===== config.mk =====
export PLATFORM = sky130hd
export DESIGN_NAME = arcp_sub_cell
export DESIGN_NICKNAME = d
export VERILOG_FILES = /design/src/hw/rtl/arcp_sub_cell.sv
export SDC_FILE = /design/constraint.sdc
export NUM_CORES = 1
export LEC_CHECK = 0
export ABC_AREA = 1
export BUFFER_PORTS_ARGS = -buffer_cell sky130_fd_sc_hd__buf_2
export CELL_PAD_IN_SITES_DETAIL_PLACEMENT = 0
export CELL_PAD_IN_SITES_GLOBAL_PLACEMENT = 1
export CORE_ASPECT_RATIO = 0.8
export CORE_MARGIN = 4
export CORE_UTILIZATION = 34
export DETAILED_ROUTE_END_ITERATION = 8
export PLACE_DENSITY_LB_ADDON = 0.1
export RECOVER_POWER = 100
export SYNTH_ARGS = -nofsm -noshare
export SYNTH_HDL_FRONTEND = slang
export SYNTH_SLANG_ARGS = --single-unit

===== constraint.sdc =====
create_clock -name clk -period 2.04 [get_ports clk]
set_input_delay 0.102 -clock clk [delete_from_list [all_inputs] [get_ports clk]]
set_output_delay 0.102 -clock clk [all_outputs]
set_load 0.05 [all_outputs]

===== src/hw/rtl/arcp_sub_cell.sv =====
// One restoring step: subtract a shifted divisor when it fits and record the quotient bit.
module arcp_sub_cell #(
  parameter int REM_W = 36,
  parameter int DIV_W = 24,
  parameter int SHIFT = 0,
  parameter int Q_W   = 2
) (
  input  logic             clk,
  input  logic             en,
  input  logic [REM_W-1:0] rem_i,
  input  logic [Q_W-1:0]   q_i,
  input  logic [DIV_W-1:0] div_i,
  output logic [REM_W-1:0] rem_o,
  output logic [Q_W-1:0]   q_o
);

  localparam int CW = (REM_W > DIV_W + SHIFT) ? REM_W : DIV_W + SHIFT;

  logic [CW-1:0]    rem_w;
  logic [CW-1:0]    sub_w;
  logic             ge;
  logic [REM_W-1:0] rem_nxt;
  logic [Q_W-1:0]   q_nxt;
  logic [REM_W-1:0] rem_r;
  logic [Q_W-1:0]   q_r;

  always_comb begin
    rem_w   = CW'(rem_i);
    sub_w   = CW'(div_i) << SHIFT;
    ge      = (rem_w >= sub_w);
    rem_nxt = ge ? REM_W'(rem_w - sub_w) : rem_i;
    q_nxt   = {q_i[Q_W-2:0], ge};
  end

  always_ff @(posedge clk) begin
    if (en) begin
      rem_r <= rem_nxt;
      q_r   <= q_nxt;
    end
  end

  assign rem_o = rem_r;
  assign q_o   = q_r;

endmodule


## Yosys cells after proc, flatten, opt, wreduce, memory -nomap -nowiden

Index checks and enable logic that the tools add are counted.

| operators by class | value |
|---|---|
| add/subtract/negate cells | 1 |
| magnitude comparators | 1 |
| muxes and demuxes | 1 |

Operators by type and width:

| cell | number |
|---|---|
| $ge 36x24->1 | 1 |
| $mux 36 | 1 |
| $sub 36x24->36 | 1 |

| word-level totals | value |
|---|---|
| register bits after elaboration | 38 |
| input bits | 64 |
| output and inout bits | 38 |

## Logic depth before layout (Yosys ltp)

Gate-level depths: netlist of the first run.

| depth | value |
|---|---|
| word-level depth | 2 |
| mapped depth | 16 |
| mapped depth without buffers | 16 |

## Least setup slack after synthesis of the first run

Ideal clock, no wire load.

| timing | value |
|---|---|
| path type | input -> register |
| start | in rem_i[0] |
| end | reg rem_r[3], in the netlist rem_o[3], data pin |
| setup time | 0.257 ns |
| arrival | 1.656 ns |
| required time | 1.783 ns |
| setup slack | 0.127 ns |
| stages on the path | 14 |
| cell sequence | inv_1 -> ha_1 -> fa_1 -> inv_1 -> nand3_1 -> nand3_1 -> nand3_1 -> nand3_2 -> nand2_4 -> nand2_8 -> inv_6 -> buf_6 -> nand2_2 -> o21ai_2 |

| on the way | value |
|---|---|
| word-level cells in the longest chain between the ends | 2 |
| elaborated cells on any way between the ends | 3 |
| those cells by class | add/sub (1); order compare (1); mux (1) |

Ends and longest elaborated chain:

| element | RTL line | source |
|---|---|---|
| start, declared | 10 | `input logic [REM_W-1:0] rem_i,` |
| $sub 36x24->36 or $ge 36x24->1 (tied branches) | 31, 30 |  |
| $mux 36 * | 31 | `rem_nxt = ge ? REM_W'(rem_w - sub_w) : rem_i;` |
| net rem_nxt[3] | 22 | `logic [REM_W-1:0] rem_nxt;` |
| end signal, assigned | 37 | `rem_r <= rem_nxt;` |
| end, declared | 24 | `logic [REM_W-1:0] rem_r;` |

The timed path passes the listed nets; every way through them passes the cells marked *.
A chain may end at the register's enable or synchronous reset.

## Final worst setup path of the first run

| timing | value |
|---|---|
| start | in rem_i[0] |
| end | reg rem_r[16], in the netlist rem_o[16], data pin |

Same word-level chain as after synthesis.

==> key figures, run 1 <==
Critical path
  – Crit. path cell count: 14
  – Crit-path max FO: 4
  – Crit start category: input port
  – Crit. End Element: register
  – Crit-path leading delay family: simple AND/OR/NAND/NOR gates
  – WP data arrival: around 2.0 ns
  – Critical path launch point: rem_i[0]
  – Crit path required time: slightly above 2 ns
  – Crit path kind: in2reg
  – Critical-path top delay cell: fa_1
  – Critical path endpoint: rem_o[16]$_DFFE_PP_
  – Largest stage delay on the critical path: between 0.3 and 0.4 ns
  – Worst path bufs/invs: 4
  – Crit-path cells: buf_2, inv_1, ha_1, fa_1, inv_1, nand3_1, nand3_1, nand2_1, nand2_1, nand3_1, nand2_1, buf_4, xnor2_1, o21ai_2

Timing
  – Max-slew violations: 0
  – Setup violators final: 0
  – Worst slew pin tran: 1.173 ns
  – F_max: approximately 500 MHz
  – Worst slew margin: a little over a fifth
  – Hold Vio Cnt, Final: 0
  – RSZ-0062 raised after global routing: no
  – Final worst-path cycle share: between 90% and 100%
  – Fin crit period: 1.942 ns

Route
  – First-pass detailed-route iteration total: 4
  – DRT iter0 DRCs: around 190
  – Total wire length: approximately 14000 um
  – DRC viols: 0
  – Vias per cell: about 4.5
  – Drt wl/cell: 14.06 um
  – Vias: 4375
  – Final ANT Viol Nets: 0

Clock tree
  – TritonCTS clock tree: built
  – CTS buffer count: 5
  – Post-CTS Setup Inserts: 0
  – CTS Buffer Depth: 2
  – H-tree depth: 2
  – Clk root buf: clkbuf_16
  – CTS clock-pin slew for the worst setup and hold paths: roughly 0.060 ns
  – Sink Count: 38

Synthesis
  – Cell count after synthesis: approximately 640
  – Syn Nets: 726
  – Count leader, synth: nand2_1
  – Synth top cells by count: nand2_1, inv_1, nor2_1
  – Largest area contributor in the netlist: edfxtp_1
  – Post-synth EDFFs: 38
  – Ys Warns: 0
  – Library cells used by synthesis: 31
  – Mean Syn Cell Area: around 6.4 um^2
  – Area contributors post-synth: edfxtp_1, nand2_1, inv_1
  – Yosys top cell area share: between 20 and 30%
  – Yosys reg bits: 38
  – Post-synthesis cell area: approximately 4000 um^2
  – Synth Flop Type: edfxtp_1
  – Sequential fraction of the synthesis area: ~28%
  – FFs w/ async S/R, synth: 0%

Die
  – FP Rows: 35
  – DIE WIDTH: approximately 130 um
  – I/O pin count: a little over 100
  – Die H: roughly 110 um
  – Initial Utilization: between 30% and 40%
  – Die area: approximately 14000 um^2
  – Core Area: about 12000 um^2

Layout
  – Share of layout cells above drive strength 1: a little under a quarter
  – Nets: a little over 900
  – Fillers: between 1000 and 1500
  – Ant. Diodes: 0
  – Final Cell Area: ~5400 um^2
  – P&R area growth vs syn: 32.39%

Power and ir drop
  – Total chip power: approximately 0.0034 W
  – Pwr per Cell Area: between 600 and 700 nW/um^2
  – Peak VDD IR: approximately 0.33 mV
  – Leak: about 2.9 nW

GRT
  – Overall Global Routing Usage: approximately a fifth
  – Largest net degree at the start of global routing: 46
  – First-pass GRT wire length: about 21000 um
  – Antenna violations before repair: 0
  – Congestion Overflow GR: 0
  – Vias in the first global route: ~4300

Run
  – Max_cap viols: 0

Placement
  – Area after DPL: roughly 5300 um^2
  – DPL Wire Length: around 12000 um
  – GP Congestion: 0.8621
  – # port buffers: 100

Run status
  – Status: complete, no violations

Hold path
  – Worst Hold Class: in2reg
-- report_power, final --
| group | total, W | switching [W] | internal [W] |
|---|---|---|---|
| registers | 0.00102 | 0.0000270 | 0.000995 |
| logic | 0.00147 | 0.000964 | 0.000501 |
| clock network | 0.000901 | 0.000334 | 0.000567 |
-- cell type report --
class | instances | area [um^2] | area share [%]
clock buffer | 5 | 125.1 | 2.317
clock inverter | 2 | 33.78 | 0.6256
inverter | 135 | 514.2 | 9.523
multi-input combinational | 459 | 2327 | 43.10
sequential | 38 | 1141 | 21.13
tap | 148 | 185.2 | 3.429
timing repair buffer | 183 | 1074 | 19.88
-- per-stage QoR --
step                utilization (%)  setup TNS, ns  hold slack (ns)  cells  setup WS (ns)
floorplan                         -              0           0.2009    637         0.1271
global placement              46.02         -3.383           0.2780    962        -0.1349
detailed placement            46.02         -5.680           0.2811    962        -0.2035
CTS                           47.47              0           0.1019    970        0.09563
global route                  46.53              0           0.1130    970       0.008737
finish                        46.53              0           0.1127    970        0.09776
-- flip-flops by register name, summed over array words and instances, names as in the netlist --
signal	count
q_o	2
rem_o	36
-- cell usage in the layout, fill, tap and decap left out, types with 2 or more instances in the layout --
| cell type | netlist | layout |
|---|---|---|
| clkbuf_16 | 0 | 5 |
| nor2_4 | 2 | 2 |
| o21ai_0 | 4 | 7 |
| clkbuf_1 | 0 | 41 |
| clkinv_1 | 1 | 4 |
| o21ai_1 | 1 | 2 |
| a21oi_1 | 17 | 18 |
| xor2_1 | 3 | 3 |
| inv_1 | 119 | 120 |
| o21bai_1 | 3 | 3 |
| inv_2 | 14 | 11 |
| o21ai_2 | 18 | 14 |
| nand4_1 | 8 | 8 |
| nand2_1 | 234 | 245 |
| nand3_1 | 33 | 33 |
| xnor2_1 | 14 | 14 |
| a21oi_2 | 4 | 3 |
| nor2_2 | 3 | 3 |
| buf_4 | 1 | 79 |
| nand2_2 | 17 | 6 |
| ha_1 | 24 | 24 |
| nor2_1 | 56 | 56 |
| buf_2 | 0 | 60 |
| edfxtp_1 | 38 | 38 |
| nor3_1 | 7 | 7 |
| nand3b_1 | 5 | 5 |
-- cell families after synthesis --
| logic type | after synthesis | share of synthesized area (%) |
|---|---|---|
| XOR/XNOR | 17 | 3.650 |
| adder cells (fa/ha/maj) | 25 | 7.853 |
| flip-flops | 38 | 27.98 |
| AO/OA/AOI/OAI | 48 | 8.159 |
| AND/OR/NAND/NOR | 369 | 38.53 |
| buffers and inverters | 140 | 13.83 |
-- routing by layer --
metal  vias up  routed length [um]  track usage (%)
li1       2325                   -                -
met1      1944                7263            31.00
met2        98                5503            29.25
met3         8                 783            3.516
met4         0                  87            2.276
met5         -                   0                0
-- what timing repair did --
action                                  in CTS  in global routing
endpoints found under the setup margin       0                  5
hold endpoints to repair                     1                  0
gates resized for setup                      0                  3
hold buffers                                 1                  0
-- how the worst min path moves through the flow --
stage / to / slack [ns] / from / cells after the start
2_1_floorplan: q_o[1]$_DFFE_PP_ / 0.20 / q_i[0] / 0
3_3_place_gp: q_o[1]$_DFFE_PP_ / 0.28 / q_i[0] / 1
3_5_place_dp: q_o[1]$_DFFE_PP_ / 0.28 / q_i[0] / 1
4_1_cts: rem_o[0]$_DFFE_PP_ / 0.10 / rem_i[0] / 3
5_1_grt: rem_o[0]$_DFFE_PP_ / 0.11 / rem_i[0] / 3
6_report: rem_o[21]$_DFFE_PP_ / 0.11 / rem_i[21] / 3
Note: power is estimated with default switching activity, not from simulation.
==> run 2, diff against run 1 <==
--- a/config.mk
+++ b/config.mk
@@ -7,13 +7,11 @@
 export LEC_CHECK = 0
 export ABC_AREA = 1
 export BUFFER_PORTS_ARGS = -buffer_cell sky130_fd_sc_hd__buf_2
-export CELL_PAD_IN_SITES_DETAIL_PLACEMENT = 0
-export CELL_PAD_IN_SITES_GLOBAL_PLACEMENT = 1
 export CORE_ASPECT_RATIO = 0.8
 export CORE_MARGIN = 4
-export CORE_UTILIZATION = 34
+export CORE_UTILIZATION = 43
 export DETAILED_ROUTE_END_ITERATION = 8
-export PLACE_DENSITY_LB_ADDON = 0.1
+export PLACE_DENSITY = 0.67
 export RECOVER_POWER = 100
 export SYNTH_ARGS = -nofsm -noshare
 export SYNTH_HDL_FRONTEND = slang
==> constraint.sdc (replaced) <==
create_clock -name clk -period 2.05 [get_ports clk]
set_input_delay 0.1025 -clock clk [delete_from_list [all_inputs] [get_ports clk]]
set_output_delay 0.1025 -clock clk [all_outputs]
set_load 0.05 [all_outputs]
==> run 2 against run 1 <==
  * Global-route usage grew 3.5 points
  * Power shrank 6.2%
  * Via count about the same
  * Wire length fell by 7.9%
  * Worst hold slack worse by 0.0013 ns
  * Clock power fell by 15%
  * Flip-flop and latch count is the same
  * Sequential share of layout area grew 0.81 points
  * Highest routed layer unchanged
==> key figures, run 2 (synthesized netlist as in run 1, its figures left out) <==
Placement
  – # port buffers: 100 (unchanged)
  – GP Congestion: 0.9263 (+7.4%)
  – Placed insts: 913 (-5.1%)
  – DP Worst Slack: -0.1629 ns (+0.04065 ns)
  – DPL Wire Length: 10610 um (-8.6%)

Timing
  – Worst slew margin: 40.04% (+18 points)
  – Fin crit period: around 1.9 ns
  – Max-slew violations: 0 (unchanged)
  – Final worst slack: 0.1832 ns (+0.08543 ns)
  – Hold Vio Cnt, Final: 0 (unchanged)
  – Worst slew pin tran: 0.8994 ns (-0.2736 ns)
  – Setup TNS: 0 ns (unchanged)
  – RSZ-0062 raised after global routing: no
  – Final worst-path cycle share: 91.06%
  – Setup violators final: 0 (unchanged)
  – F_max: around 540 MHz
  – Worst hold slack: 0.1114 ns (-0.001266 ns)

Layout
  – Most frequent cells in the layout: nand2_1, inv_1, buf_4
  – Ant. Diodes: 0 (unchanged)
  – Most common cell after layout, fill and taps aside: nand2_1
  – Post-layout util: 56.82% (+10 points)
  – Fillers: 985 (-23%)
  – Nets: 895 (-1.8%)
  – Finished Layout Cells: 921 (-5.1%)
  – Share of layout cells above drive strength 1: 21.59% (-1.5 points)
  – Max reg flops: 36 (unchanged)
  – P&R area growth vs syn: 27.52%

Critical path
  – Crit-path leading delay family: simple AND/OR/NAND/NOR gates
  – WP data arrival: 1.91 ns (-0.06 ns)
  – Crit path kind: in2reg
  – Largest stage delay on the critical path: 0.31 ns (-0.08 ns)
  – Critical-path top delay cell: ha_1
  – Crit. End Element: register
  – Crit-path cells: buf_2, inv_1, ha_1, a21oi_1, nand2_1, a21oi_1, nand3_1, nand2_4, nand2_8, clkbuf_4, nand3_1, nand2_1
  – Worst path bufs/invs: 3 (-1)
  – Crit start category: input port
  – Crit path required time: 2.09 ns (+0.03 ns)
  – Crit-path max FO: 16 (+12)

Power and ir drop
  – Leak: 2.784 nW (-3.4%)
  – Pwr per Cell Area: 611.0 nW/um^2 (-2.6%)
  – Peak VDD IR: 0.3544 mV (+6.1%)

GRT
  – Vias in the first global route: 4130 (-4.2%)
  – First-pass GRT wire length: 20080 um (-6.0%)
  – Overall Global Routing Usage: 23.37% (+3.5 points)
  – Antenna violations before repair: 0 (unchanged)
  – Congestion Overflow GR: 0 (unchanged)
  – Largest net degree at the start of global routing: 46 (unchanged)

Die
  – DIE WIDTH: 116.9 um (-10%)
  – FP Rows: 31 (-11%)
  – Core Area: 9154 um^2 (-21%)
  – Die area: 11120 um^2 (-20%)
  – Initial Utilization: 44.56% (+9.4 points)
  – I/O pin count: 102 (unchanged)
  – Die H: 95.12 um (-10%)

Route
  – First-pass detailed-route iteration total: 5 (+1)
  – Vias per cell: 4.755 (+5.4%)
  – DRC viols: 0 (unchanged)
  – DRT iter0 DRCs: 264 (+41%)
  – Final ANT Viol Nets: 0 (unchanged)
  – Total wire length: 12560 um (-7.9%)
  – Vias: 4379 (+0.091%)
  – Drt wl/cell: 13.64 um (-3.0%)

Clock tree
  – Clk root buf: clkbuf_16
  – CTS Buffer Depth: 2 (unchanged)
  – CTS clock-pin slew for the worst setup and hold paths: 0.06 ns (about the same)
  – Post-CTS Setup Inserts: 0 (unchanged)
  – H-tree depth: 2 (unchanged)
  – TritonCTS clock tree: built
  – Sink Count: 38 (unchanged)
  – CTS buffer count: 5 (unchanged)

Run status
  – Status: complete, no violations

Hold path
  – Worst Hold Class: in2reg

Run
  – Max_cap viols: 0 (unchanged)
run 2: cell count changes in the layout (fill, tap and decap cells not counted), sizes merged:
cell	delta
buf	-16
bufinv	-1
clkinv	+4
inv	-3
run 2: final timing paths:
check                      from                  end  depth (start not counted)
worst min-delay path  rem_i[18]  rem_o[18]$_DFFE_PP_                          3
worst max-delay path  div_i[19]  rem_o[17]$_DFFE_PP_                         12
run 2: metal layers:
| layer | vias up | share of wire [%] | track usage, % |
|---|---|---|---|
| li1 | 2293 | - | - |
| met1 | 1944 | 53 | 35.64 |
| met2 | 130 | 41 | 34.99 |
| met3 | 12 | 6.0 | 3.934 |
| met4 | 0 | 0.98 | 3.725 |
| met5 | - | 0 | 0 |
run 2: per-stage QoR:
stage | power [W] | cell area [um^2]
after floorplan | 0.001974 | 4079
after global placement | 0.002464 | 5179
after detailed placement | 0.002478 | 5179
after CTS | 0.003247 | 5324
after global routing | 0.003371 | 5201
final | 0.003178 | 5201
run 2: tightest hold or removal path: cells and delay by family:
kind / cells / cell delay (ns)
AND/OR/NAND/NOR: 2 / 0.10
buffers and inverters: 1 / 0.09
run 2: area by class of cell:
cell class	count	area, um^2	area share [%]
multi-input cells	459	2313	44.48
well taps	115	143.9	2.766
flip-flops and latches	38	1141	21.94
inverters	135	514.2	9.887
clock inverters	2	10.01	0.1924
clock buffers	5	125.1	2.406
repair buffers	167	953.4	18.33
run 2: repair_timing:
item / CTS / global route
hold buffers: 1 / 0
endpoints found under the setup margin: 0 / 26
endpoints found under the hold margin: 1 / 0
gates resized for setup: 0 / 2
run 2: report_power, final:
group          switching (W)  leakage [nW]  internal (W)
Clock               0.000323        0.0694      0.000440
Combinational       0.000940          2.34      0.000460
Sequential         0.0000250         0.372      0.000990
Total                0.00129          2.78       0.00189
