### src/hw/rtl/arcp_pkg.sv
// Shared constants, types and helper functions for the arc pose pipeline.
package arcp_pkg;

  localparam int FRAC_BITS_DEF     = 16;
  localparam int CORDIC_STAGES_DEF = 16;
  localparam int ATAN_ENTRIES      = 24;

  localparam int REG_W   = 24;
  localparam int CX_W    = 34;
  localparam int CR_W    = 36;
  localparam int TWOPI_W = 35;

  localparam logic [1:0] CFG_CURVATURE  = 2'd0;
  localparam logic [1:0] CFG_ARC_LENGTH = 2'd1;
  localparam logic [1:0] CFG_TURN       = 2'd2;

  localparam logic signed [CR_W-1:0] TWO_PI_Q32  = 36'sd26986075409;
  localparam logic signed [CR_W-1:0] PI_Q32      = 36'sd13493037705;
  localparam logic signed [CR_W-1:0] HALF_PI_Q32 = 36'sd6746518852;
  localparam logic signed [CX_W-1:0] CORDIC_K    = 34'sd652032874;

  typedef struct packed {
    logic        [31:0] heading;
    logic signed [23:0] px0;
    logic        [23:0] plen;
    logic        [30:0] alen;
    logic               curved;
    logic               rneg;
    logic               negc;
    logic               negx;
    logic               negy;
  } side_t;

  // Arctangent of 2^-idx, stored in Q30 and scaled by four to a Q32 angle.
  function automatic logic signed [CR_W-1:0] atan4(input int idx);
    logic [31:0] a;
    begin
      case (idx)
        0:  a = 32'h3243F6A8;
        1:  a = 32'h1DAC6705;
        2:  a = 32'h0FADBAFC;
        3:  a = 32'h07F56EA6;
        4:  a = 32'h03FEAB76;
        5:  a = 32'h01FFD55B;
        6:  a = 32'h00FFFAAA;
        7:  a = 32'h007FFF55;
        8:  a = 32'h003FFFEA;
        9:  a = 32'h001FFFFD;
        10: a = 32'h000FFFFF;
        11: a = 32'h0007FFFF;
        12: a = 32'h0003FFFF;
        13: a = 32'h0001FFFF;
        14: a = 32'h0000FFFF;
        15: a = 32'h00007FFF;
        16: a = 32'h00003FFF;
        17: a = 32'h00001FFF;
        18: a = 32'h00000FFF;
        19: a = 32'h000007FF;
        20: a = 32'h000003FF;
        21: a = 32'h000001FF;
        22: a = 32'h000000FF;
        23: a = 32'h0000007F;
        default: a = 32'h0;
      endcase
      return signed'({2'b00, a, 2'b00});
    end
  endfunction

  // Shift right by n with rounding to nearest, ties away from zero.
  function automatic logic signed [63:0] rnd(input logic signed [63:0] v,
                                             input int unsigned n);
    logic [63:0] m;
    begin
      m = v[63] ? 64'(-v) : 64'(v);
      m = (m + (64'd1 << (n - 1))) >> n;
      return v[63] ? -signed'(m) : signed'(m);
    end
  endfunction

endpackage

### src/hw/rtl/arcp_cordic_cell.sv
// One CORDIC rotation step in Q30 with a Q32 residual angle.
module arcp_cordic_cell #(
  parameter int IDX = 0
) (
  input  logic                             clk,
  input  logic                             en,
  input  logic signed [arcp_pkg::CX_W-1:0] x_i,
  input  logic signed [arcp_pkg::CX_W-1:0] y_i,
  input  logic signed [arcp_pkg::CR_W-1:0] r_i,
  output logic signed [arcp_pkg::CX_W-1:0] x_o,
  output logic signed [arcp_pkg::CX_W-1:0] y_o,
  output logic signed [arcp_pkg::CR_W-1:0] r_o
);

  localparam logic signed [arcp_pkg::CR_W-1:0] ANG = arcp_pkg::atan4(IDX);

  logic signed [arcp_pkg::CX_W-1:0] xs, ys;
  logic signed [arcp_pkg::CX_W-1:0] x_nxt, y_nxt, x_r, y_r;
  logic signed [arcp_pkg::CR_W-1:0] r_nxt, r_r;

  always_comb begin
    xs = x_i >>> IDX;
    ys = y_i >>> IDX;
    if (!r_i[arcp_pkg::CR_W-1]) begin
      x_nxt = x_i - ys;
      y_nxt = y_i + xs;
      r_nxt = r_i - ANG;
    end else begin
      x_nxt = x_i + ys;
      y_nxt = y_i - xs;
      r_nxt = r_i + ANG;
    end
  end

  always_ff @(posedge clk) begin
    if (en) begin
      x_r <= x_nxt;
      y_r <= y_nxt;
      r_r <= r_nxt;
    end
  end

  assign x_o = x_r;
  assign y_o = y_r;
  assign r_o = r_r;

endmodule

### config.mk
export PLATFORM = sky130hd
export DESIGN_NAME = arcp_cordic_cell
export DESIGN_NICKNAME = d
export VERILOG_FILES = /design/src/hw/rtl/arcp_pkg.sv /design/src/hw/rtl/arcp_cordic_cell.sv
export SDC_FILE = /design/constraint.sdc
export NUM_CORES = 1
export LEC_CHECK = 0
export BUFFER_PORTS_ARGS = -buffer_cell sky130_fd_sc_hd__buf_2
export CORE_ASPECT_RATIO = 2
export CORE_UTILIZATION = 30
export DETAILED_ROUTE_END_ITERATION = 7
export PLACE_DENSITY_LB_ADDON = 0.25
export REMOVE_ABC_BUFFERS = 1
export SLEW_MARGIN = 20
export SYNTH_ARGS = -nofsm -noshare
export SYNTH_HDL_FRONTEND = slang
export SYNTH_SLANG_ARGS = --single-unit
### constraint.sdc
create_clock -name clk -period 4.66 [get_ports clk]
set_input_delay 0.932 -clock clk [delete_from_list [all_inputs] [get_ports clk]]
set_output_delay 0.932 -clock clk [all_outputs]
set_load 0.005 [all_outputs]
# Yosys cells after proc, flatten, opt, wreduce, memory -nomap -nowiden
# Cells that the tools add are included.
dict set report word_totals {
  inputBits 106
  output_inout_bits 104
  regBits 104
  word_cells 11
}
dict set report op_classes {
  n_addsub 5
  muxes 3
}
# operator n
set ops {}
lappend ops {{$mux 34} 2}
lappend ops {{$sub 34x34->34} 2}
lappend ops {{$add 36x33->36 const B} 1}
lappend ops {{$mux 36} 1}
lappend ops {{$sub 36x33->36 const B} 1}
lappend ops {{$add 34x34->34} 1}

# Depth between registers and ports, before layout
# Gate-level depths: netlist of the first run.
dict set report depth {
  ltp_word 2
  ltp_mapped 14
  mapped_depth_nobuf 11
}

# Worst setup path before layout of the first run
# No wires, ideal clock.
dict set report synth_timing {
  path_kind {input-to-reg}
  start {input port r_i[35] (netlist name)}
  end {register r_r (netlist bit r_o[34]) (data pin)}
  setup_time_ps 258
  cell_stages 13
  required_time_ps 4402
  n_path_buf 3
  t_arrival_ps 3974
  setup_slack_ps 428
  cell_sequence {clkbuf_1 -> inv_1 -> clkbuf_1 -> buf_1 -> ha_1 -> a211oi_1 -> o211ai_1 -> a41oi_1 -> a31oi_1 -> a2111oi_0 -> o41ai_1 -> a21oi_1 -> xnor2_1}
}
dict set report synth_via {
  elab_chain_cells 1
}
# item line
set synth_lines {}
lappend synth_lines {{start: declaration} arcp_cordic_cell.sv:9} ;# input logic signed [arcp_pkg::CR_W-1:0] r_i,
lappend synth_lines {{$mux 36} arcp_cordic_cell.sv:24} ;# if (!r_i[arcp_pkg::CR_W-1]) begin
lappend synth_lines {{via r_nxt (one bit)} arcp_cordic_cell.sv:19} ;# logic signed [arcp_pkg::CR_W-1:0] r_nxt, r_r;
lappend synth_lines {{end signal: assignment} arcp_cordic_cell.sv:39} ;# r_r <= r_nxt;
lappend synth_lines {{end: declaration} arcp_cordic_cell.sv:19}
# The timed path passes the listed nets, and every way through them passes these cells.
# A chain may end at the register's enable or synchronous reset.

# Worst setup path in the final report of the first run
dict set report layout_timing {
  start {input port x_i[18] (netlist name)}
  end {register x_r (netlist bit x_o[29]) (data pin)}
}
dict set report layout_via {
  elab_chain_cells 2
  elab_cells_between_ends 3
  cone_classes {add/sub: 2; mux: 1}
}
# item line
set layout_lines {}
lappend layout_lines {{start: declaration} arcp_cordic_cell.sv:7} ;# input logic signed [arcp_pkg::CX_W-1:0] x_i,
lappend layout_lines {{$sub 34x34->34 / $add 34x34->34 (equally long branches)} {arcp_cordic_cell.sv:25, arcp_cordic_cell.sv:29}}
lappend layout_lines {{$mux 34 (*)} arcp_cordic_cell.sv:24}
lappend layout_lines {{via x_nxt (one bit)} arcp_cordic_cell.sv:18} ;# logic signed [arcp_pkg::CX_W-1:0] x_nxt, y_nxt, x_r, y_r;
lappend layout_lines {{end signal: assignment} arcp_cordic_cell.sv:37} ;# x_r <= x_nxt;
lappend layout_lines {{end: declaration} arcp_cordic_cell.sv:18}
# The timed path passes the listed nets; every way through them passes the cells marked *.

==> impl_metrics.yaml, run 1 <==
logic_synthesis:
  synth_top_family_by_area: "compound AO/OA/AOI/OAI gates"
  synth.mux.area_fraction_pct: 1.16
  synth-simple-area-share_pct: 14.0
  yosys.area.top_type: "edfxtp_1"
  yosysUniqueCellTypes: 68
  synth_flop_cell: "edfxtp_1"
  syn_inst: 1219
  synth_xor_area_share_pct: 7.42
  synth_seq_cells: 103
  synth_top_cell_area_share_pct: 29.4
  ys_top_cells_by_area: "edfxtp_1 29%, ha_1 15%, a21oi_1 5.8%"
  syn_area_sq_mm: 0.0105
  synth_edf_count: 103
  synth_fa_ha_area_share_pct: 16.1
  ys_seq_area_share_pct: 29.4
  yosys_warnings: 0
  avgSynthCellArea_sq_um: 8.62
  async_flop_share_pct: 0
  synth_compound_area_share_pct: 25.9
worst_setup_path:
  crit_path_start_kind: "input port"
  required_ps: 4770
  cp-end-kind: "register"
  worst-path-max-fanout: 13
  cpMostUsedCell: "o211ai_1"
  slowest_stage: "or4_1"
  crit_chain: "buf_2 > inv_1 > ha_1 > or4_1 > or3_1 > nor3_2 > o211ai_2 > a211oi_4 > o211ai_1 > o211ai_1 > o311ai_1"
  cp_data_arrival_time_ps: 3950
  max_stage_delay_ps: 620
  path_class: "input port to register"
floorplanning:
  dieArea_sq_mm: 0.0358
  start_util_pct: 30.6
  die_y_um: 267
  die_x_um: 134
  num_rows: 96
  core-area_sq_mm: 0.0344
  pin_count: 210
timing:
  final-setup-viol-count: 0
  tightestPinTransition_ps: 883
  max_slew_margin_pct: 39.6
  post-route-min-period_ps: 3840
  finalWorstSetupSlack_ps: 823
  fmax_mhz: 261
  tns_ps: 0
  hold_violations: 0
  rsz0062_at_grt: "false"
  finalCritPeriodShare_pct: 82.3
  slew_violations: 0
final_layout:
  n_antenna_cell: 0
  layout-drive-gt1-share_pct: 19.0
  instances_no_fill: 1862
  area_growth_pct: 18.2
  nNetsFinal: 1655
clocking:
  ctsResizeCount: 0
  cts_hold_buf: 0
  cts_setup_buffers: 0
  cts_buffers: 9
  cts-root-buf: "clkbuf_16"
  cts-htree-levels: 3
  clock_path_buffers: 2
  numClockSinks: 103
  path_clk_slew_ps: 80
  cts_tree: "done"
route:
  wl_per_cell_um: 21.0
  firstDrtPassIters: 5
  wirelength_um: 39100
  postRouteAntennaNets: 0
  drt_iter0_drc: 554
  drc: 0
  vias: 10155
  vias_per_cell: 5.45
place:
  preCtsSetupSlack_ps: 419
  port_buffers: 209
  dp.cells: 1846
  place_congestion: 0.925
  place_hpwl_um: 32100
global_route:
  grt.total_usage_pct: 22.0
  grt_overflow: 0
  grt_max_degree: 104
  grt_pass1_vias: 10419
  antenna_found_initial: 0
  grt_pass1_wl_um: 58400
pwr:
  power.internal_uw: 2160
  p_switching_uw: 1310
  leakage_uw: 0.00553
  combPwrFrac_pct: 40.1
  clock_power_share_pct: 23.1
  vdd_ir_drop_max_v: 0.000201
  p_seq_share_pct: 36.7
  power_density_mw_per_mm2: 279
  switching_share_pct: 37.9
hold_path:
  hold_depth: 1
  hp-start: "r_i[4]"
  whs_endpoint: "r_o[4]"
  hold_class: "input port to register"
flow_run:
  maxCapViolations: 0
status:
  status: "finished, final reports clean"
-- power by group through the flow --
| stage | sequential (uW) | combinational, uW | clock (uW) |
|---|---|---|---|
| finish | 1270 | 1390 | 802 |
| global route | 1290 | 1520 | 849 |
| CTS | 1280 | 1390 | 826 |
| detailed placement | 1300 | 1380 | 0 |
| global placement | 1300 | 1380 | 0 |
| floorplan | 1310 | 781 | 0 |
-- registers in the layout, indices dropped and copies added (netlist names) --
signal and cells:
r_o 36, x_o 34, y_o 33
-- how the worst max path moves through the flow --
stage             from      end  slack, ps  cells past startpoint
4_1_cts        x_i[18]  y_o[29]        840                     11
3_5_place_dp   x_i[18]  y_o[29]        420                     11
3_3_place_gp   x_i[18]  y_o[29]        450                     11
2_1_floorplan  r_i[35]  r_o[34]        460                     10
6_report       x_i[18]  x_o[29]        820                     11
5_1_grt        r_i[35]  r_o[34]        630                     11
-- worst max-delay path, delay by kind of cell --
family	cells	cell delay [ps]
AND/OR/NAND/NOR	3	1270
AO/OA/AOI/OAI	5	1120
buffers and inverters	2	150
adder cells (fa/ha/maj)	1	460
-- layer usage --
layer	global-route usage, %	vias up	routed length [um]
met5	0	-	0
met2	42.6	380	21500
met4	17.5	0	3120
li1	-	4842	-
met1	19.8	4796	12900
met3	3.15	137	1650
-- synth_stat cells (15+ instances only) --
| master | instances |
|---|---|
| xor2_1 | 20 |
| nor2_1 | 92 |
| clkbuf_1 | 33 |
| o211ai_1 | 21 |
| ha_1 | 129 |
| o21a_1 | 16 |
| edfxtp_1 | 103 |
| nor3_1 | 25 |
| xnor2_1 | 69 |
| a21oi_1 | 122 |
| a31oi_1 | 17 |
| inv_1 | 114 |
| nand2_1 | 68 |
| nand2b_1 | 17 |
| o21ai_0 | 71 |
| nand3_1 | 15 |
| o21bai_1 | 15 |
| a211oi_1 | 16 |
| o31ai_1 | 16 |
| a21o_1 | 39 |
-- metrics by stage --
stage | hold WS (ps) | cell area, sq um | power, uW | utilization, %
after global routing | 699 | 12400 | 3660 | 36.1
final | 718 | 12400 | 3470 | 36.1
after CTS | 695 | 12400 | 3500 | 36.1
after detailed placement | 1110 | 12100 | 2680 | 35.3
after floorplan | 1030 | 10300 | 2090 | -
after global placement | 1110 | 12100 | 2680 | 35.3
-- placed cells by master (no fill, tap or decap), types with 10 or more instances in the layout --
master,instances
inv_1,113
a211oi_1,16
o21bai_1,15
a21o_1,39
edfxtp_1,103
nand4_1,12
buf_2,207
ha_1,129
o21ai_0,71
o31ai_1,16
a21oi_1,122
o21a_1,16
nand2_1,68
and2_1,10
xor2_1,20
buf_4,26
nand3_1,15
xnor2_1,69
a31oi_1,17
or3_1,14
o211ai_1,21
nand2b_1,17
nor3_1,25
nor2_1,92
mux2i_1,11
nor2b_1,14
-- final cells by class --
cell class                 count  area (sq um)
fill                        3726         21900
multi-input combinational    953          6790
sequential                   103          3090
timing repair buffer         234          1250
tap                          441           552
inverter                     115           432
clock buffer                   9           225
clock inverter                 7          66.3
-- cells by family after synthesis --
family,count (synthesis)
AO/OA/AOI/OAI,415
XOR/XNOR,89
adder cells (fa/ha/maj),133
buffers and inverters,163
flip-flops,103
multiplexers,12
AND/OR/NAND/NOR,304
Note: power is estimated with default switching activity, not from simulation.
==> inputs of run 2 (changes only) <==
- clock period: 4.66 -> 3.54 ns (I/O delays scaled with it)
==> impl_metrics.yaml, run 2 (synthesis gave the netlist of run 1 again) <==
status:
  status: "finished, final reports clean"
route:
  firstDrtPassIters: 7
  postRouteAntennaNets: 0
  wl_per_cell_um: 19.9
  wirelength_um: 40700
  drc: 0
  drt_iter0_drc: 557
  vias_per_cell: 5.27
  vias: 10783
clocking:
  path_clk_slew_ps: 80
  cts_tree: "done"
  numClockSinks: 103
  cts_buffers: 9
  cts-root-buf: "clkbuf_16"
  cts_setup_buffers: 0
  cts_hold_buf: 0
  ctsResizeCount: 0
  clock_path_buffers: 2
  cts-htree-levels: 3
timing:
  max_slew_margin_pct: 51.3
  finalCritPeriodShare_pct: 94.4
  tightestPinTransition_ps: 724
  final-setup-viol-count: 0
  slew_violations: 0
  hold_violations: 0
  fmax_mhz: 299
  post-route-min-period_ps: 3340
  finalWorstSetupSlack_ps: 200
  rsz0062_at_grt: "false"
final_layout:
  instances_no_fill: 2048
  final_cell_mix: "211 x buf_4, 207 x buf_2, 129 x ha_1"
  area_growth_pct: 31.6
  fin_util_pct: 40.2
  nNetsFinal: 1841
  n_antenna_cell: 0
  stdcell_area_sq_mm: 0.0138
  largest_reg_flops: 36
  layout-drive-gt1-share_pct: 28.4
  final_common_cell: "buf_4"
global_route:
  grt_overflow: 0
  grt_pass1_vias: 11078
  grt.total_usage_pct: 22.9
  grt_max_degree: 63
  grt_pass1_wl_um: 60700
  antenna_found_initial: 0
floorplanning:
  die_x_um: 134
  die_y_um: 267
  start_util_pct: 30.6
  core-area_sq_mm: 0.0344
  num_rows: 96
  pin_count: 210
  dieArea_sq_mm: 0.0358
pwr:
  power_uw: 4820
  vdd_ir_drop_max_v: 0.000221
  power_density_mw_per_mm2: 348
  leakage_uw: 0.00641
worst_setup_path:
  cpMostUsedCell: "o211ai_1"
  slowest_stage: "or4_1"
  path_class: "input port to register"
  crit_path_start_kind: "input port"
  required_ps: 3650
  worst-path-max-fanout: 5
  max_stage_delay_ps: 580
  cp-end-kind: "register"
  crit_chain: "buf_2 > inv_1 > ha_1 > or4_1 > or3_1 > nor3_2 > o211ai_2 > a211oi_4 > o211ai_1 > o211ai_1 > o311ai_1"
  crit_buf_inv: 2
  cp_top_family: "simple AND/OR/NAND/NOR gates"
  cp_data_arrival_time_ps: 3450
hold_path:
  hp-start: "r_i[3]"
  whs_endpoint: "r_o[3]"
  hold_class: "input port to register"
  hold_depth: 1
place:
  preCtsSetupSlack_ps: -176
  port_buffers: 209
  dp.cells: 2032
  place_hpwl_um: 34200
  placed_area_sq_mm: 0.0135
  place_congestion: 0.946
flow_run:
  maxCapViolations: 0
run 2: cell types whose count changed in the layout (fill, tap and decap cells not counted), sizes merged:
cell	change
buf	+186
clkinvlp	+2
clkinv	-1
inv	-1
run 2: worst max-delay path by stage:
stage	start	end	slack [ps]	cells past startpoint
2_1_floorplan	r_i[35]	r_o[34]	-430	10
3_3_place_gp	y_i[0]	y_o[26]	-200	13
3_5_place_dp	y_i[0]	y_o[26]	-180	13
4_1_cts	x_i[14]	x_o[21]	230	12
5_1_grt	x_i[19]	x_o[29]	90	11
6_report	x_i[19]	x_o[29]	200	11
run 2: power by group:
part / leakage (uW) / internal, uW / switching [uW] / total (uW)
registers: 0.00101 / 1610 / 57.6 / 1670
logic: 0.00527 / 951 / 1160 / 2110
clock network: 0.000133 / 493 / 540 / 1030
total: 0.00641 / 3060 / 1760 / 4820
run 2: final cells by class:
| cell class | count | area [sq um] |
|---|---|---|
| Fill cell | 3671 | 20500 |
| Multi-Input combinational cell | 953 | 6790 |
| Sequential cell | 103 | 3090 |
| Timing Repair Buffer | 420 | 2660 |
| Tap cell | 441 | 552 |
| Inverter | 115 | 432 |
| Clock buffer | 9 | 225 |
| Clock inverter | 7 | 67.6 |
run 2: routing by layer:
layer,vias up,GRT usage (%),routed length (um)
met5,-,0,0
met4,0,16.7,3010
met3,134,2.39,1480
met2,379,46.6,23200
met1,5048,19.8,13000
li1,5222,-,-
run 2: metrics by stage:
| stage | hold slack (ps) | TNS [ps] |
|---|---|---|
| floorplan | 807 | -1690 |
| global placement | 885 | -2010 |
| detailed placement | 886 | -2490 |
| CTS | 470 | 0 |
| global route | 482 | 0 |
| finish | 497 | 0 |
==> inputs of run 3 (changes only) <==
- CORE_ASPECT_RATIO: 2 -> unset
- MAX_ROUTING_LAYER: unset -> met4
==> impl_metrics.yaml, run 3 (synthesis gave the netlist of run 1 again) <==
worst_setup_path:
  required_ps: 3650
  slowest_stage: "o31ai_1"
  max_stage_delay_ps: 480
  cp-end-kind: "register"
  path_class: "input port to register"
  cp_data_arrival_time_ps: 3360
  crit_path_start_kind: "input port"
  cpMostUsedCell: "buf_4"
  worst-path-max-fanout: 6
  crit_chain: "buf_2 > inv_1 > ha_1 > buf_4 > o211ai_1 > a21oi_1 > buf_4 > o21ai_0 > o31ai_1 > a221oi_1 > buf_4 > o211ai_1 > o21ai_0 > xnor2_1"
clocking:
  ctsResizeCount: 0
  cts_buffers: 9
  cts_hold_buf: 0
  clock_path_buffers: 2
  path_clk_slew_ps: 80
  cts-htree-levels: 3
  numClockSinks: 103
  cts_tree: "done"
  cts-root-buf: "clkbuf_16"
  cts_setup_buffers: 0
timing:
  tns_ps: 0
  final-setup-viol-count: 0
  post-route-min-period_ps: 3250
  hold_violations: 0
  finalWorstSetupSlack_ps: 293
  rsz0062_at_grt: "false"
  slew_violations: 0
  fmax_mhz: 308
  finalCritPeriodShare_pct: 91.7
  max_slew_margin_pct: 57.9
  tightestPinTransition_ps: 615
place:
  placed_area_sq_mm: 0.0131
  place_hpwl_um: 30300
  port_buffers: 209
  preCtsSetupSlack_ps: -74.8
  dp.cells: 1988
  place_congestion: 0.919
flow_run:
  maxCapViolations: 0
hold_path:
  hold_class: "input port to register"
  hold_depth: 1
global_route:
  grt_max_degree: 50
  grt_pass1_vias: 10164
  grt_overflow: 0
  antenna_found_initial: 2
  grt_pass1_wl_um: 57000
  grt.total_usage_pct: 21.2
floorplanning:
  die_y_um: 189
  start_util_pct: 30.5
  die_x_um: 189
  num_rows: 68
  pin_count: 210
  core-area_sq_mm: 0.0345
  dieArea_sq_mm: 0.0358
final_layout:
  multi_input_area_sq_mm: 0.00679
  stdcell_area_sq_mm: 0.0134
  layout-drive-gt1-share_pct: 25.5
  nNetsFinal: 1783
  final_cell_mix: "207 x buf_2, 153 x buf_4, 129 x ha_1"
  area_growth_pct: 27.7
  instances_no_fill: 2006
  final_common_cell: "buf_2"
  n_fill_cell: 3611
  seq_area_sq_mm: 0.00309
  largest_reg_flops: 36
route:
  drt_iter0_drc: 841
  firstDrtPassIters: 5
  wirelength_um: 37300
  vias_per_cell: 5.21
  vias: 10446
  postRouteAntennaNets: 0
  wl_per_cell_um: 18.6
  drc: 0
pwr:
  leakage_uw: 0.00614
  power_uw: 4740
  power_density_mw_per_mm2: 354
  vdd_ir_drop_max_v: 0.000235
status:
  status: "finished, final reports clean"
## run 3: where the power goes
group          leakage (uW)  internal (uW)  switching (uW)
clock              0.000137            551             511
combinational       0.00500            880            1130
sequential          0.00101           1610            58.5
## run 3: worst max-delay path: cells and delay by family
kind / cells / cell delay (ps)
XOR/XNOR: 1 / 190
adder cells (fa/ha/maj): 1 / 390
buffers and inverters: 5 / 650
AO/OA/AOI/OAI: 7 / 1440
## run 3: cell type report
| cell class | count | share of cell area (%) |
|---|---|---|
| clock inverters | 5 | 0.439 |
| multi-input cells | 953 | 50.7 |
| diodes | 2 | 0.0373 |
| repair buffers | 362 | 16.6 |
| well taps | 455 | 4.25 |
| clock buffers | 11 | 1.74 |
| flip-flops and latches | 103 | 23.1 |
| inverters | 115 | 3.22 |
## run 3: final timing paths
path,from,endpoint
max,x_i[4],y_o[19]
min,r_i[2],r_o[2]
## run 3: per-layer routing
metal | share of wire [%] | GRT usage, %
met4 | 2.3 | 5.83
met2 | 46 | 34.4
met1 | 46 | 27.9
met5 | 0 | -
met3 | 5.9 | 2.50
## run 3: through the flow
stage / utilization (%) / hold slack [ps]
floorplan: - / 807
global placement: 38.1 / 884
detailed placement: 38.1 / 886
CTS: 38.9 / 490
global route: 38.9 / 495
finish: 38.9 / 507
